$ cat src/rtl/maf_pkg.sv
// Package for the moving-average filter: field widths, codes and the
// command type passed from the front end to the back end. No dependencies.
package maf_pkg;

  // Field widths of the stream and configuration ports
  localparam int unsigned SampleW  = 16;
  localparam int unsigned AvgW     = 16;
  localparam int unsigned WindowW  = 5;
  localparam int unsigned CfgDataW = 16;
  localparam int unsigned CfgIdxW  = 1;

  // Reset value of window_size and depth of the command queue
  localparam int unsigned WindowReset = 16;
  localparam int unsigned QueueDepth  = 2;

  // Item kinds carried in tuser
  localparam logic MODE_SAMPLE  = 1'b0;
  localparam logic MODE_RESTART = 1'b1;

  // Configuration register indexes
  localparam logic [CfgIdxW-1:0] REG_WINDOW_SIZE = 1'b0;
  localparam logic [CfgIdxW-1:0] REG_FILL_VALUE  = 1'b1;

  // One classified item waiting for the back end
  typedef struct packed {
    logic               restart;
    logic [SampleW-1:0] sample;
  } cmd_t;

endpackage

$ cat src/rtl/maf_front.sv
// Front end of the moving-average filter: accepts stream items, classifies
// them and holds them in a short command queue. Depends on maf_pkg.
module maf_front (
  input  logic                       clk_i,
  input  logic                       rst_ni,
  input  logic                       s_axis_tvalid,
  output logic                       s_axis_tready,
  input  logic [maf_pkg::SampleW-1:0] s_axis_tdata,
  input  logic [0:0]                 s_axis_tuser,
  output logic                       cmd_valid_o,
  input  logic                       cmd_ready_i,
  output maf_pkg::cmd_t              cmd_o
);

  localparam int unsigned PtrW = (maf_pkg::QueueDepth > 1) ? $clog2(maf_pkg::QueueDepth) : 1;
  localparam int unsigned CntW = $clog2(maf_pkg::QueueDepth + 1);

  maf_pkg::cmd_t          queue_q [maf_pkg::QueueDepth];
  logic [PtrW-1:0]        wr_ptr_q, wr_ptr_d;
  logic [PtrW-1:0]        rd_ptr_q, rd_ptr_d;
  logic [CntW-1:0]        count_q, count_d;
  logic                   push, pop;
  maf_pkg::cmd_t          cmd_in;

  // Classify the incoming item
  always_comb begin
    cmd_in.restart = (s_axis_tuser[0] == maf_pkg::MODE_RESTART);
    cmd_in.sample  = s_axis_tdata;
  end

  assign s_axis_tready = (count_q != CntW'(maf_pkg::QueueDepth));
  assign push          = s_axis_tvalid & s_axis_tready;
  assign cmd_valid_o   = (count_q != '0);
  assign pop           = cmd_valid_o & cmd_ready_i;
  assign cmd_o         = queue_q[rd_ptr_q];

  // Advance pointers and occupancy
  always_comb begin
    wr_ptr_d = wr_ptr_q;
    rd_ptr_d = rd_ptr_q;
    count_d  = count_q;
    if (push) begin
      wr_ptr_d = (wr_ptr_q == PtrW'(maf_pkg::QueueDepth - 1)) ? '0 : wr_ptr_q + 1'b1;
    end
    if (pop) begin
      rd_ptr_d = (rd_ptr_q == PtrW'(maf_pkg::QueueDepth - 1)) ? '0 : rd_ptr_q + 1'b1;
    end
    case ({push, pop})
      2'b10:   count_d = count_q + 1'b1;
      2'b01:   count_d = count_q - 1'b1;
      default: count_d = count_q;
    endcase
  end

  always_ff @(posedge clk_i or negedge rst_ni) begin
    if (!rst_ni) begin
      wr_ptr_q <= '0;
      rd_ptr_q <= '0;
      count_q  <= '0;
    end else begin
      wr_ptr_q <= wr_ptr_d;
      rd_ptr_q <= rd_ptr_d;
      count_q  <= count_d;
    end
  end

  // Store the transfer into the queue
  always_ff @(posedge clk_i) begin
    if (push) begin
      queue_q[wr_ptr_q] <= cmd_in;
    end
  end

endmodule

$ cat src/rtl/maf_div.sv
// Restoring divider, one quotient bit per cycle, for the moving-average
// filter's window mean. No package dependencies.
module maf_div #(
  parameter int unsigned DividendW = 20,
  parameter int unsigned DivisorW  = 5
) (
  input  logic                 clk_i,
  input  logic                 rst_ni,
  input  logic                 start_i,
  input  logic [DividendW-1:0] dividend_i,
  input  logic [DivisorW-1:0]  divisor_i,
  output logic                 done_o,
  output logic [DividendW-1:0] quotient_o
);

  localparam int unsigned CntW = $clog2(DividendW + 1);

  logic [DividendW-1:0] quo_q;
  logic [DivisorW-1:0]  rem_q;
  logic [DivisorW-1:0]  div_q;
  logic [CntW-1:0]      cnt_q;
  logic                 busy_q, done_q;
  logic [DivisorW:0]    trial, diff;
  logic                 qbit;

  // Shift in the next dividend bit and try a subtract
  always_comb begin
    trial = {rem_q, quo_q[DividendW-1]};
    diff  = trial - {1'b0, div_q};
    qbit  = ~diff[DivisorW];
  end

  always_ff @(posedge clk_i or negedge rst_ni) begin
    if (!rst_ni) begin
      busy_q <= 1'b0;
      done_q <= 1'b0;
      cnt_q  <= '0;
      quo_q  <= '0;
      rem_q  <= '0;
      div_q  <= '0;
    end else if (start_i) begin
      busy_q <= 1'b1;
      done_q <= 1'b0;
      cnt_q  <= CntW'(DividendW);
      quo_q  <= dividend_i;
      rem_q  <= '0;
      div_q  <= divisor_i;
    end else if (busy_q) begin
      quo_q <= {quo_q[DividendW-2:0], qbit};
      rem_q <= qbit ? diff[DivisorW-1:0] : trial[DivisorW-1:0];
      cnt_q <= cnt_q - 1'b1;
      if (cnt_q == CntW'(1)) begin
        busy_q <= 1'b0;
        done_q <= 1'b1;
      end
    end
  end

  assign done_o     = done_q;
  assign quotient_o = quo_q;

endmodule

$ cat src/rtl/maf_back.sv
// Back end of the moving-average filter: sample ring, running sum, window
// mean through maf_div and the output register. Depends on maf_pkg, maf_div.
module maf_back #(
  parameter int unsigned MAX_TAPS    = 16,
  parameter int unsigned SAMPLE_BITS = 16
) (
  input  logic                         clk_i,
  input  logic                         rst_ni,
  input  logic                         cmd_valid_i,
  output logic                         cmd_ready_o,
  input  maf_pkg::cmd_t                cmd_i,
  input  logic [maf_pkg::WindowW-1:0]  window_size_i,
  input  logic [maf_pkg::SampleW-1:0]  fill_value_i,
  output logic                         m_axis_tvalid,
  input  logic                         m_axis_tready,
  output logic [maf_pkg::AvgW-1:0]     m_axis_tdata
);

  localparam int unsigned RingW   = SAMPLE_BITS;
  localparam int unsigned WinW    = $clog2(MAX_TAPS + 1);
  localparam int unsigned AddrW   = (MAX_TAPS > 1) ? $clog2(MAX_TAPS) : 1;
  localparam int unsigned SumW    = RingW + WinW;
  localparam int unsigned ResetWin = (maf_pkg::WindowReset > MAX_TAPS) ? MAX_TAPS :
                                     maf_pkg::WindowReset;

  typedef enum logic [1:0] {
    ST_IDLE,
    ST_READ,
    ST_START,
    ST_WAIT
  } state_e;

  state_e              state_q;
  logic [WinW-1:0]     win_q;
  logic [AddrW-1:0]    pos_q;
  logic [SumW-1:0]     sum_q;
  logic [RingW-1:0]    fill_q;
  logic [RingW-1:0]    sample_q;
  logic [MAX_TAPS-1:0] valid_q;
  logic                out_valid_q;
  logic [maf_pkg::AvgW-1:0] out_data_q;

  logic [RingW-1:0]    ring_mem [MAX_TAPS];
  logic [RingW-1:0]    rdata_q;
  logic                ring_we;

  logic [RingW-1:0]    sample_m, fill_m, old_val;
  logic [WinW-1:0]     win_new;
  logic [WinW-1:0]     pos_next;
  logic [SumW-1:0]     sum_upd;
  logic [SumW-1:0]     fill_prod;
  logic                div_done;
  logic [SumW-1:0]     div_quo;
  logic                out_free;
  logic                out_load;
  logic [maf_pkg::SampleW+RingW-1:0] sample_ext, fill_ext;
  logic [maf_pkg::WindowW+WinW-1:0]  ws_ext;
  logic [SumW+maf_pkg::AvgW-1:0]     quo_ext;

  // Mask sample and fill value to the ring width
  always_comb begin
    sample_ext = {{RingW{1'b0}}, cmd_i.sample};
    fill_ext   = {{RingW{1'b0}}, fill_value_i};
    sample_m   = sample_ext[RingW-1:0];
    fill_m     = fill_ext[RingW-1:0];
  end

  // Clamp the configured window to 1..MAX_TAPS
  always_comb begin
    ws_ext = {{WinW{1'b0}}, window_size_i};
    if (window_size_i == '0) begin
      win_new = WinW'(1);
    end else if (32'(window_size_i) > MAX_TAPS) begin
      win_new = WinW'(MAX_TAPS);
    end else begin
      win_new = ws_ext[WinW-1:0];
    end
  end

  assign fill_prod = SumW'(fill_m) * SumW'(win_new);

  // Oldest entry, new running sum and next write position
  always_comb begin
    old_val  = valid_q[pos_q] ? rdata_q : fill_q;
    sum_upd  = sum_q - SumW'(old_val) + SumW'(sample_q);
    pos_next = WinW'(pos_q) + 1'b1;
  end

  assign cmd_ready_o = (state_q == ST_IDLE);
  assign out_free    = ~out_valid_q | m_axis_tready;
  assign out_load    = (state_q == ST_WAIT) && div_done && out_free;
  assign ring_we     = (state_q == ST_READ);

  // Sequencer, running state and output register
  always_ff @(posedge clk_i or negedge rst_ni) begin
    if (!rst_ni) begin
      state_q     <= ST_IDLE;
      win_q       <= WinW'(ResetWin);
      pos_q       <= '0;
      sum_q       <= '0;
      fill_q      <= '0;
      sample_q    <= '0;
      valid_q     <= '0;
      out_valid_q <= 1'b0;
      out_data_q  <= '0;
    end else begin
      // Load a finished mean, or free the output register after a transfer
      if (out_load) begin
        out_valid_q <= 1'b1;
        out_data_q  <= quo_ext[maf_pkg::AvgW-1:0];
      end else if (out_valid_q && m_axis_tready) begin
        out_valid_q <= 1'b0;
      end
      unique case (state_q)
        ST_IDLE: begin
          if (cmd_valid_i) begin
            if (cmd_i.restart) begin
              win_q   <= win_new;
              fill_q  <= fill_m;
              sum_q   <= fill_prod;
              pos_q   <= '0;
              valid_q <= '0;
              state_q <= ST_START;
            end else begin
              sample_q <= sample_m;
              state_q  <= ST_READ;
            end
          end
        end
        ST_READ: begin
          sum_q          <= sum_upd;
          valid_q[pos_q] <= 1'b1;
          pos_q          <= (pos_next == win_q) ? '0 : pos_next[AddrW-1:0];
          state_q        <= ST_START;
        end
        ST_START: begin
          state_q <= ST_WAIT;
        end
        ST_WAIT: begin
          if (out_load) begin
            state_q <= ST_IDLE;
          end
        end
        default: state_q <= ST_IDLE;
      endcase
    end
  end

  // Ring memory: read at the write position, write the new sample
  always_ff @(posedge clk_i) begin
    rdata_q <= ring_mem[pos_q];
    if (ring_we) begin
      ring_mem[pos_q] <= sample_q;
    end
  end

  maf_div #(
    .DividendW (SumW),
    .DivisorW  (WinW)
  ) u_div (
    .clk_i      (clk_i),
    .rst_ni     (rst_ni),
    .start_i    (state_q == ST_START),
    .dividend_i (sum_q),
    .divisor_i  (win_q),
    .done_o     (div_done),
    .quotient_o (div_quo)
  );

  assign quo_ext       = {{maf_pkg::AvgW{1'b0}}, div_quo};
  assign m_axis_tvalid = out_valid_q;
  assign m_axis_tdata  = out_data_q;

endmodule

$ cat src/rtl/moving_average_filter.sv
// Moving-average filter, top level: configuration registers, front end and
// back end. Depends on maf_pkg, maf_front, maf_back.
//
// Boxcar mean over the last window_size samples held in a ring of MAX_TAPS
// entries. Each input item gives one result: a sample item (tuser 0) replaces
// the oldest entry; a restart item (tuser 1) fills the window with fill_value,
// latches window_size (0 counts as 1, values above MAX_TAPS saturate) and
// resets the write position. Writes to window_size only take effect at the
// next restart. The mean comes from a one-bit-per-cycle divider, which sets
// the rate: the back end takes a new item only once the last result has been
// loaded into the output register. A restart item skips the ring update. A
// two-entry command queue keeps accepting items, while it has room, as the
// back end works or a result waits on the output. The ring needs no clearing pass after reset.
module moving_average_filter #(
  parameter int unsigned MAX_TAPS    = 16,
  parameter int unsigned SAMPLE_BITS = 16
) (
  input  logic                          clk_i,
  input  logic                          rst_ni,
  // Input stream
  input  logic                          s_axis_tvalid,
  output logic                          s_axis_tready,
  input  logic [maf_pkg::SampleW-1:0]   s_axis_tdata,   // [15:0] sample
  input  logic [0:0]                    s_axis_tuser,   // [0] mode
  // Output stream
  output logic                          m_axis_tvalid,
  input  logic                          m_axis_tready,
  output logic [maf_pkg::AvgW-1:0]      m_axis_tdata,   // [15:0] average
  // Configuration writes
  input  logic                          cfg_valid_i,
  output logic                          cfg_ready_o,
  input  logic [maf_pkg::CfgIdxW-1:0]   cfg_index_i,
  input  logic [maf_pkg::CfgDataW-1:0]  cfg_data_i
);

  logic [maf_pkg::WindowW-1:0] window_size_q;
  logic [maf_pkg::SampleW-1:0] fill_value_q;
  logic                        cmd_valid, cmd_ready;
  maf_pkg::cmd_t               cmd;

  assign cfg_ready_o = 1'b1;

  // Decode configuration transfers
  always_ff @(posedge clk_i or negedge rst_ni) begin
    if (!rst_ni) begin
      window_size_q <= maf_pkg::WindowW'(maf_pkg::WindowReset);
      fill_value_q  <= '0;
    end else if (cfg_valid_i && cfg_ready_o) begin
      unique case (cfg_index_i)
        maf_pkg::REG_WINDOW_SIZE: window_size_q <= cfg_data_i[maf_pkg::WindowW-1:0];
        maf_pkg::REG_FILL_VALUE:  fill_value_q  <= cfg_data_i[maf_pkg::SampleW-1:0];
        default: ;
      endcase
    end
  end

  maf_front u_front (
    .clk_i         (clk_i),
    .rst_ni        (rst_ni),
    .s_axis_tvalid (s_axis_tvalid),
    .s_axis_tready (s_axis_tready),
    .s_axis_tdata  (s_axis_tdata),
    .s_axis_tuser  (s_axis_tuser),
    .cmd_valid_o   (cmd_valid),
    .cmd_ready_i   (cmd_ready),
    .cmd_o         (cmd)
  );

  maf_back #(
    .MAX_TAPS    (MAX_TAPS),
    .SAMPLE_BITS (SAMPLE_BITS)
  ) u_back (
    .clk_i         (clk_i),
    .rst_ni        (rst_ni),
    .cmd_valid_i   (cmd_valid),
    .cmd_ready_o   (cmd_ready),
    .cmd_i         (cmd),
    .window_size_i (window_size_q),
    .fill_value_i  (fill_value_q),
    .m_axis_tvalid (m_axis_tvalid),
    .m_axis_tready (m_axis_tready),
    .m_axis_tdata  (m_axis_tdata)
  );

endmodule

$ cat config.mk
export PLATFORM = sky130hd
export DESIGN_NAME = moving_average_filter
export DESIGN_NICKNAME = d
export VERILOG_FILES = /design/src/rtl/maf_pkg.sv /design/src/rtl/maf_front.sv /design/src/rtl/maf_div.sv /design/src/rtl/maf_back.sv /design/src/rtl/moving_average_filter.sv
export SDC_FILE = /design/constraint.sdc
export NUM_CORES = 1
export LEC_CHECK = 0
export BUFFER_PORTS_ARGS = -buffer_cell sky130_fd_sc_hd__buf_2
export CAP_MARGIN = 10
export CORE_AREA = 2 2 264 266
export DETAILED_ROUTE_END_ITERATION = 7
export DIE_AREA = 0 0 266 268
export GPL_ROUTABILITY_DRIVEN = 0
export PLACE_DENSITY = 0.44
export SYNTH_ARGS = -nofsm -noshare
export SYNTH_HDL_FRONTEND = slang
export SYNTH_SLANG_ARGS = --single-unit
$ cat constraint.sdc
create_clock -name clk_i -period 6.6 [get_ports clk_i]
set_input_delay 1.32 -clock clk_i [delete_from_list [all_inputs] [get_ports clk_i]]
set_output_delay 1.32 -clock clk_i [all_outputs]
set_load 0.05 [all_outputs]
---- Word level (Yosys, flattened, before mapping) ----
Memories as Yosys holds them, arrays and structs flattened. A register that Yosys moved wholly into a read port is not among the register bits.
Cells that the tools add are included.
word-level totals
  bits in registers ....................... 160
  bits in writable memories ............... 290
  input port bits ......................... 39
  output and inout port bits .............. 19
  word-level logic and storage cells ...... 116
  memories ................................ 2
cells by class
  add/subtract/negate cells ............... 9
  $mul .................................... 1
  magnitude comparators ................... 3
  eq/ne operators ......................... 11
  multiplexer cells ....................... 43
  bitwise logic cells ..................... 8
  reductions and logical operators ........ 19
memory list
  memory           words  bits a word  rd ports  clocked after memory_dff  write ports  RTL line         text
  u_back.ring_mem  16     16           1         1                         1            maf_back.sv:43   logic [RingW-1:0] ring_mem [MAX_TAPS];
  u_front.queue_q  2      17           1         0                         1            maf_front.sv:18  maf_pkg::cmd_t queue_q [maf_pkg::QueueDepth];
operators with widths
  operator                                                         number
  21-bit two-way mux                                               4
  16-bit two-way mux                                               3
  21-bit one-hot mux with 2 select lines                           1
  5-bit two-way mux                                                7
  16-bit one-hot mux with 2 select lines                           1
  21-bit by 16-bit adder with 21-bit output                        1
  16-bit by 5-bit multiplier with 21-bit output                    1
  21-bit by 16-bit subtractor with 21-bit output                   1
  1-bit two-way mux                                                16
  16-bit bitwise OR                                                1
  4-bit two-way mux                                                3
  2-bit nonzero test                                               6
  3-bit AND reduction                                              3
  2-bit one-hot mux with 4 select lines                            1
  4-bit one-hot mux with 2 select lines                            1
  2-bit AND reduction                                              4
  2-bit == test, second input constant                             3
  2-bit two-way mux                                                3
  6-bit by 5-bit subtractor with 6-bit output                      1
  4-bit by 1-bit adder with 5-bit output, second input constant    1
  5-bit by 1-bit == test with 1-bit output, second input constant  1
  5-bit == test                                                    1
  5-bit greater-than comparator, second input constant             1
  5-bit logical NOT                                                1
  17 further kinds                                                 28

---- Logic depth before layout (Yosys ltp) ----
Gate-level depths: netlist of the first run.
  depth in word-level cells ............... 7
  gate-level depth with buffers ........... 19
  mapped depth without buffers ............ 17

---- Hierarchy ----
A second synthesis of the first run with hierarchy kept.
unflattened totals
  cells, all modules ...................... 1,581
  area total of the unflattened synthesis .. 22,550.4 um2
by module, submodules not included
  module                 times used  cells each  area each (um2)  sequential area each (um2)
  maf_back               1           1,272       18,338.8         10,436.3
  maf_div                1           192         1,978.1          950.9
  maf_front              1           70          1,430.1          1,121.1
  moving_average_filter  1           47          803.3            526.8

---- Worst setup path after synthesis of the first run ----
No wires, ideal clock.
  kind .................................... register -> register
  start point ............................. register window_size_q[4] in the netlist's numbering
  end point ............................... register u_back.sum_q[16]
  library setup time ...................... 0.126 ns
  arrival time ............................ 4.486 ns
  data required time ...................... 6.474 ns
  setup slack ............................. 1.988 ns
  cell stages (with the launch flop) ...... 17
  path buffers ............................ 2
  clock period less this slack ............ 4.612 ns
  cells stage by stage .................... dfstp_2 -> clkbuf_1 -> clkbuf_1 -> nand2_1 -> fa_1 -> fa_1 -> fa_1 -> inv_1 -> ha_1 -> a21oi_1 -> o211ai_1 -> o41ai_2 -> o21ai_1 -> and3_1 -> nor2_1 -> xnor2_1 -> a221o_1
on the way
  cells in the longest elaborated chain, start to end .. 7
  elaborated cells between the ends (all ways) .. 8
  classes of those cells .................. mul (1); order compare (1); mux (5); reduce/logical (1)
ends and longest elaborated chain
  element                                          RTL line                     text
  start: declaration                               moving_average_filter.sv:36  logic [maf_pkg::WindowW-1:0] window_size_q;
  start signal: assignment                         moving_average_filter.sv:46  window_size_q <= maf_pkg::WindowW'(maf_pkg::WindowReset);
  start signal: assignment                         moving_average_filter.sv:50  maf_pkg::REG_WINDOW_SIZE: window_size_q <= cfg_data_i[maf_pkg::WindowW-1:0];
  5-bit greater-than comparator                    maf_back.sv:73               end else if (32'(window_size_i) > MAX_TAPS) begin
  5-bit two-way mux                                maf_back.sv:73
  5-bit two-way mux *                              maf_back.sv:71               if (window_size_i == '0) begin
  16-bit by 5-bit multiplier with 21-bit output *  maf_back.sv:80               assign fill_prod = SumW'(fill_m) * SumW'(win_new);
  21-bit two-way mux *                             maf_back.sv:117              if (cmd_i.restart) begin
  21-bit two-way mux *                             maf_back.sv:116              if (cmd_valid_i) begin
  21-bit one-hot mux with 2 select lines *         maf_back.sv:114              unique case (state_q)
  end signal: assignment                           maf_back.sv:120              sum_q <= fill_prod;
  end signal: assignment                           maf_back.sv:131              sum_q <= sum_upd;
  end: declaration                                 maf_back.sv:36               logic [SumW-1:0] sum_q;
Mark *: on every way between the ends. The rest lies on a longest branch, timed or not. The select of a mux whose other input is x is not followed.
A chain may end at the register's enable or synchronous reset.

---- Worst setup path after layout of the first run ----
  start point ............................. register window_size_q[4] in the netlist's numbering
  end point ............................... register u_back.sum_q[17]
Same word-level chain as after synthesis.

==> impl_metrics.json, run 1 <==
{
  "outcome": "completed",
  "numCtsBuffers": 52,
  "synthArstFlopShare_pct": 34.3,
  "grt_pass1_wl_microns": 86500,
  "io-pin-count": 58,
  "min_period_ns": 5.39,
  "p_leak_nw": 10.3,
  "holdBufCountCts": 0,
  "ys_ff_latch": 466,
  "synth_cells": 1633,
  "core.rowCount": 96,
  "htree_num_levels": 2,
  "placedCellCount": 2538,
  "critical_path_arrival_ns": 5.93,
  "cts_tree": "yes",
  "core_sq_um": 68200,
  "initial_utilization_pct": 32.8,
  "rsz0062_at_grt": "no",
  "drv_cap": 0,
  "antenna_found_initial": 1,
  "fill_cells": 6529,
  "worstPathMaxFanout": 22,
  "synthesis.nets": 1797,
  "yosys.area.top_type": "edfxtp_1",
  "ys_seq_area_share_pct": 58.2,
  "drive_above_1_share_pct": 19.6,
  "clkTransAtPathRegs_ns": 0.06,
  "post-dp-hpwl_microns": 36900,
  "fmax_mhz": 186,
  "antenna_cells": 0,
  "max_stage_delay_ns": 0.85,
  "synth_common_cells": "290 x edfxtp_1, 158 x dfrtp_1, 155 x inv_1, 154 x nand2_1, 90 x nor2_1",
  "die_area_sq_um": 71300,
  "skew_ns": 0.0552,
  "nets": 1874,
  "synth_edf_count": 290,
  "finalMaxSlewViolations": 0,
  "port_buffers": 56,
  "layout.cells.non_filler": 2636,
  "wl_per_cell_microns": 21.3,
  "cp_slowest_cell": "nor2b_1",
  "path_class": "reg2reg",
  "final_util_pct": 37.4,
  "crit_chain": "nor2b_1, and2_1, fa_1, fa_1, inv_1, fa_1, inv_1, ha_1, and4_1, nor4_2, o32ai_1, or2_2, a31oi_1, mux2i_1, o221a_2",
  "start_kind": "flip-flop",
  "synth_area_sq_um": 22400,
  "cp.required_ns": 7.14,
  "synth_area_leaders": "edfxtp_1 39%, dfrtp_1 18%, mux4_2 8.5%, fa_1 5.3%, ha_1 3.7%",
  "drtPass1Iterations": 5,
  "area_growth_pct": 14.0,
  "synth_top_area_share_pct": 38.9,
  "setup_ws_ns": 1.21,
  "drc": 0,
  "antenna_left": 0,
  "die_w_microns": 266,
  "worstMarginPinSlew_ns": 1.05,
  "worst_path_most_repeated_cell": "fa_1",
  "hp-class": "reg2reg",
  "vias_per_cell": 4.93,
  "grt_use_total_pct": 16.2,
  "ctsLongestPathBuffers": 3,
  "hold_viol": 0,
  "die_h_microns": 268,
  "synthFlopType": "edfxtp_1",
  "cts-resized-gates": 0,
  "post-cts-setup-buffer-count": 0,
  "pre_cts_slack_ns": 1.24,
  "grt_max_degree": 104,
  "setup_tns_ns": 0,
  "yosysMostFrequentCell": "edfxtp_1",
  "syn_area_per_cell_sq_um": 13.7,
  "slew_headroom_pct": 29.8,
  "vdd_ir_drop_max_v": 0.000247,
  "drtIter0Drc": 895,
  "period_share_pct": 81.6,
  "cp-end-kind": "flip-flop",
  "netlist-cell-type-count": 67,
  "ys_warn_count": 0,
  "cts.sinks": 466,
  "grt_pass1_vias": 13400,
  "vias": 13000,
  "power_density_nw_per_um2": 510,
  "setup_viol_count_final": 0,
  "overflow": 0,
  "drt_wl_total_microns": 56000,
  "root_buffer": "clkbuf_16",
  "clock_latency_ns": 0.63
}
## logic make-up (layout without fill, tap and decap cells)
| kind of cell | Yosys count | in the layout | synth area share (%) |
|---|---|---|---|
| DFF | 466 | 466 | 58.2 |
| and+or+nand+nor | 374 | 374 | 7.69 |
| buffers and inverters | 224 | 345 | 3.89 |
| AOI/OAI and AO/OA | 218 | 218 | 6.22 |
| muxes | 184 | 184 | 13.4 |
| adders and majority gates | 125 | 125 | 8.96 |
| xor gates and xnor gates | 41 | 41 | 1.60 |
| other | 1 | 1 | 0.0167 |
## per-layer routing
layer	share of wire, %	global-route usage [%]
met1	48	23.6
met2	46	25.5
met3	4.2	2.87
met4	1.8	3.57
met5	0	0
## state kept, by name, summed over array words and instances, names as in the netlist, 2 cells and up
name,count
fill_value_q,16
u_back.ring_mem,256
u_front.queue_q,34
window_size_q,5
u_back.u_div.cnt_q,5
u_back.u_div.quotient_o,21
u_back.u_div.rem_q,5
u_back.m_axis_tdata,16
u_back.valid_q,16
u_back.sample_q,16
u_back.rdata_q,16
u_back.win_q,5
u_back.u_div.div_q,5
u_front.count_q,2
u_back.sum_q,21
u_back.state_q,2
u_back.fill_q,16
u_back.pos_q,4
## path summary, 6_finish.rpt
| kind | start | to | slack [ns] | cells after the start |
|---|---|---|---|---|
| setup / recovery | window_size_q[4] | u_back.sum_q[17] | 1.21 | 15 |
| hold / removal | u_back.fill_q[2] | u_back.fill_q[2] | 0.47 | 2 |
| setup reg to reg | window_size_q[4] | u_back.sum_q[17] | 1.21 | 15 |
| hold reg to reg | u_back.fill_q[2] | u_back.fill_q[2] | 0.47 | 2 |
| max in group asynchronous | rst_ni | u_back.fill_q[6] | 4.29 | 2 |
| min in group asynchronous | rst_ni | u_back.u_div.rem_q[4] | 0.86 | 1 |
## worst max-delay path: cells and delay by family, from the launching register on
| family | cells | cell delay (ns) |
|---|---|---|
| DFF | 1 | 0.49 |
| adders and majority gates | 4 | 1.85 |
| and+or+nand+nor | 5 | 2.05 |
| AOI/OAI and AO/OA | 3 | 0.61 |
| muxes | 1 | 0.23 |
| buffers and inverters | 2 | 0.09 |
## final cells by class
class	instances	area [sq um]	area share, %
Sequential cell	466	13000	51.1
Multi-Input combinational cell	943	8560	33.5
Clock buffer	73	1410	5.52
Tap cell	882	1100	4.32
Inverter	155	582	2.28
Timing Repair Buffer	92	557	2.18
Clock inverter	25	289	1.13
## placed cells by master (no fill, tap or decap), drive strengths merged, types with 4 or more instances in the layout
cell type | Yosys | routed
edfxtp | 290 | 290
dfrtp | 158 | 158
inv | 155 | 156
nand2 | 154 | 154
buf | 25 | 92
nor2 | 90 | 90
mux4 | 85 | 85
clkbuf | 44 | 73
ha | 66 | 66
and2 | 62 | 62
fa | 59 | 59
a21oi | 57 | 57
o21ai | 54 | 54
mux2 | 54 | 54
mux2i | 45 | 45
xnor2 | 30 | 30
a31oi | 21 | 21
a21o | 20 | 20
clkinv | 0 | 18
nor3 | 17 | 17
dfxtp | 16 | 16
nor2b | 12 | 12
a211oi | 11 | 11
xor2 | 11 | 11
nand3 | 8 | 8
o21a | 7 | 7
and3 | 6 | 6
o211ai | 6 | 6
a21boi | 5 | 5
nand2b | 4 | 4
or2 | 4 | 4
o21bai | 4 | 4
bufinv | 0 | 4
o31ai | 4 | 4
## stage by stage
| stage | area [sq um] | total power, mW | hold slack (ns) |
|---|---|---|---|
| global route | 25500 | 14.1 | 0.492 |
| floorplan | 22400 | 8.59 | 0.442 |
| finish | 25500 | 13.0 | 0.474 |
| global placement | 23800 | 10.2 | 0.460 |
| detailed placement | 23800 | 10.3 | 0.464 |
| CTS | 25500 | 13.2 | 0.479 |
## power by group
| part | switching (mW) | internal, mW | total, mW |
|---|---|---|---|
| clock network | 1.20 | 1.66 | 2.86 |
| registers | 0.628 | 3.86 | 4.48 |
| logic | 3.32 | 2.37 | 5.68 |
No activity file was read; power rests on OpenSTA's default activity.
==> inputs of run 2 (changes only) <==
PLACE_DENSITY = 0.46   (was 0.44)
clock period = 4.9 ns   (was 6.6 ns; I/O delays follow)
==> run 2 against run 1 <==
Net effect:
- global-route usage shrank 0.35 points
- critical path depth is 2 higher
- core utilization grew 0.43 points
- clock skew shrank 0.0036 ns
- first-iteration DRC count increased by 10%
- count of clock-buffer cells in the layout shrank 1
- via count decreased by 0.82%
- power is 37% higher
- cell area increased by 1.1%
- sequential cell count is the same
- critical endpoint unchanged
- largest cell class unchanged
==> impl_metrics.json, run 2 (synthesized netlist as in run 1, its figures left out) <==
{
  "largest_reg_flops": 256,
  "die_w_microns": 266,
  "min_period_ns": 4.71,
  "vias": 12900,
  "nets": 1886,
  "core.rowCount": 96,
  "grt_pass1_vias": 13400,
  "vdd_ir_drop_max_v": 0.000341,
  "start_kind": "flip-flop",
  "dpl-instance-area_sq_um": 24000,
  "hold_viol": 0,
  "stdcell_area_sq_um": 25800,
  "drt_wl_total_microns": 55300,
  "grt_use_total_pct": 15.9,
  "cts.sinks": 466,
  "area_growth_pct": 15.3,
  "cp_slowest_cell": "dfstp_2",
  "reg2reg_from": "window_size_q[4]",
  "reg.largest.list": "u_back.ring_mem x256, u_front.queue_q x34",
  "drtPass1Iterations": 5,
  "max_stage_delay_ns": 0.57,
  "worstMarginPinSlew_ns": 1.10,
  "grt_pass1_wl_microns": 84800,
  "setup_ws_ns": 0.190,
  "drtIter0Drc": 986,
  "io-pin-count": 58,
  "drc": 0,
  "drv_cap": 0,
  "grt_max_degree": 85,
  "ctsLongestPathBuffers": 3,
  "setup_viol_count_final": 0,
  "pre_cts_slack_ns": 0.131,
  "worst_path_most_repeated_cell": "fa_1",
  "antenna_left": 0,
  "largest-register": "u_back.ring_mem",
  "crit_chain": "nor2b_1, buf_4, and2_1, fa_1, fa_1, inv_1, fa_1, inv_1, ha_1, a21oi_1, o21bai_1, a31oi_1, o32ai_1, or2_2, a31oi_1, mux2i_1, o221a_2",
  "die_area_sq_um": 71300,
  "slew_headroom_pct": 26.4,
  "finalMaxSlewViolations": 0,
  "rsz0062_at_grt": "yes",
  "path_class": "reg2reg",
  "numCtsBuffers": 50,
  "overflow": 0,
  "fin_hold_ws_ns": 0.455,
  "htree_num_levels": 2,
  "worstPathMaxFanout": 17,
  "die_h_microns": 268,
  "p_leak_nw": 10.4,
  "antenna_found_initial": 0,
  "hp-class": "in2async",
  "clkTransAtPathRegs_ns": 0.06,
  "root_buffer": "clkbuf_16",
  "final_util_pct": 37.9,
  "cp.required_ns": 5.45,
  "layout_commonest_cell": "edfxtp_1",
  "core_sq_um": 68200,
  "cp-startpoint": "window_size_q[4]",
  "outcome": "completed",
  "vias_per_cell": 4.87,
  "skew_ns": 0.0517,
  "critical_path_arrival_ns": 5.26,
  "power_density_nw_per_um2": 692,
  "cts_tree": "yes",
  "post-dp-hpwl_microns": 36300,
  "drive_above_1_share_pct": 20.9,
  "p_total_mw": 17.9,
  "port_buffers": 56,
  "period_share_pct": 96.1,
  "cp-end-kind": "flip-flop",
  "most-common-layout-cells": "290 x edfxtp_1, 155 x inv_1, 155 x dfrtp_1",
  "initial_utilization_pct": 32.8,
  "fmax_mhz": 212,
  "cp.buffers_inverters": 3,
  "wl_per_cell_microns": 20.9,
  "fill_cells": 6521,
  "cp_top_family": "adder cells",
  "clock_latency_ns": 0.62
}
## run 2: path summary, 6_finish.rpt
| kind | end | slack, ns | cells after the start |
|---|---|---|---|
| hold / removal | u_back.u_div.rem_q[3] | 0.46 | 1 |
| setup reg to reg | u_back.sum_q[17] | 0.19 | 17 |
| setup / recovery | u_back.sum_q[17] | 0.19 | 17 |
| max in group asynchronous | window_size_q[4] | 3.54 | 2 |
| min in group clk_i | u_back.fill_q[9] | 0.47 | 2 |
| hold reg to reg | u_back.fill_q[9] | 0.47 | 2 |
## run 2: per-stage QoR
step                      TNS, ns  cells
after floorplan                 0   1633
after global placement     -0.497   2550
after detailed placement        0   2551
after CTS                       0   2644
after global routing      -0.0416   2645
final                           0   2646
## run 2: cell type report
class	instances	area, sq um	share of cell area, %
Tap cell	882	1100	4.27
Timing Repair Buffer	106	698	2.70
Antenna cell	1	2.50	0.00969
Inverter	155	582	2.25
Sequential cell	466	13000	50.5
Multi-Input combinational cell	943	8610	33.3
Clock inverter	21	255	0.988
Clock buffer	72	1540	5.96
## run 2: power by group
part	leakage, nW	internal, mW	switching [mW]
registers	4.71	5.19	0.737
logic	4.82	3.35	4.56
clock network	0.883	2.41	1.63
total	10.4	11.0	6.93
## run 2: metal layers
layer  part of all wire [%]  track usage (%)  vias up  wire length (microns)
met5                      0                0        -                      0
met4                    2.3             4.63        0                   1300
met1                     48             22.9     6565                  26500
met2                     46             24.9      224                  25600
li1                       -                -     6034                      -
met3                    3.6             2.24       69                   2000
## run 2: what timing repair did
action,in CTS,in global routing
setup endpoints to repair,0,5
hold buffers,0,0
gates resized for setup,0,8
setup buffers,0,1
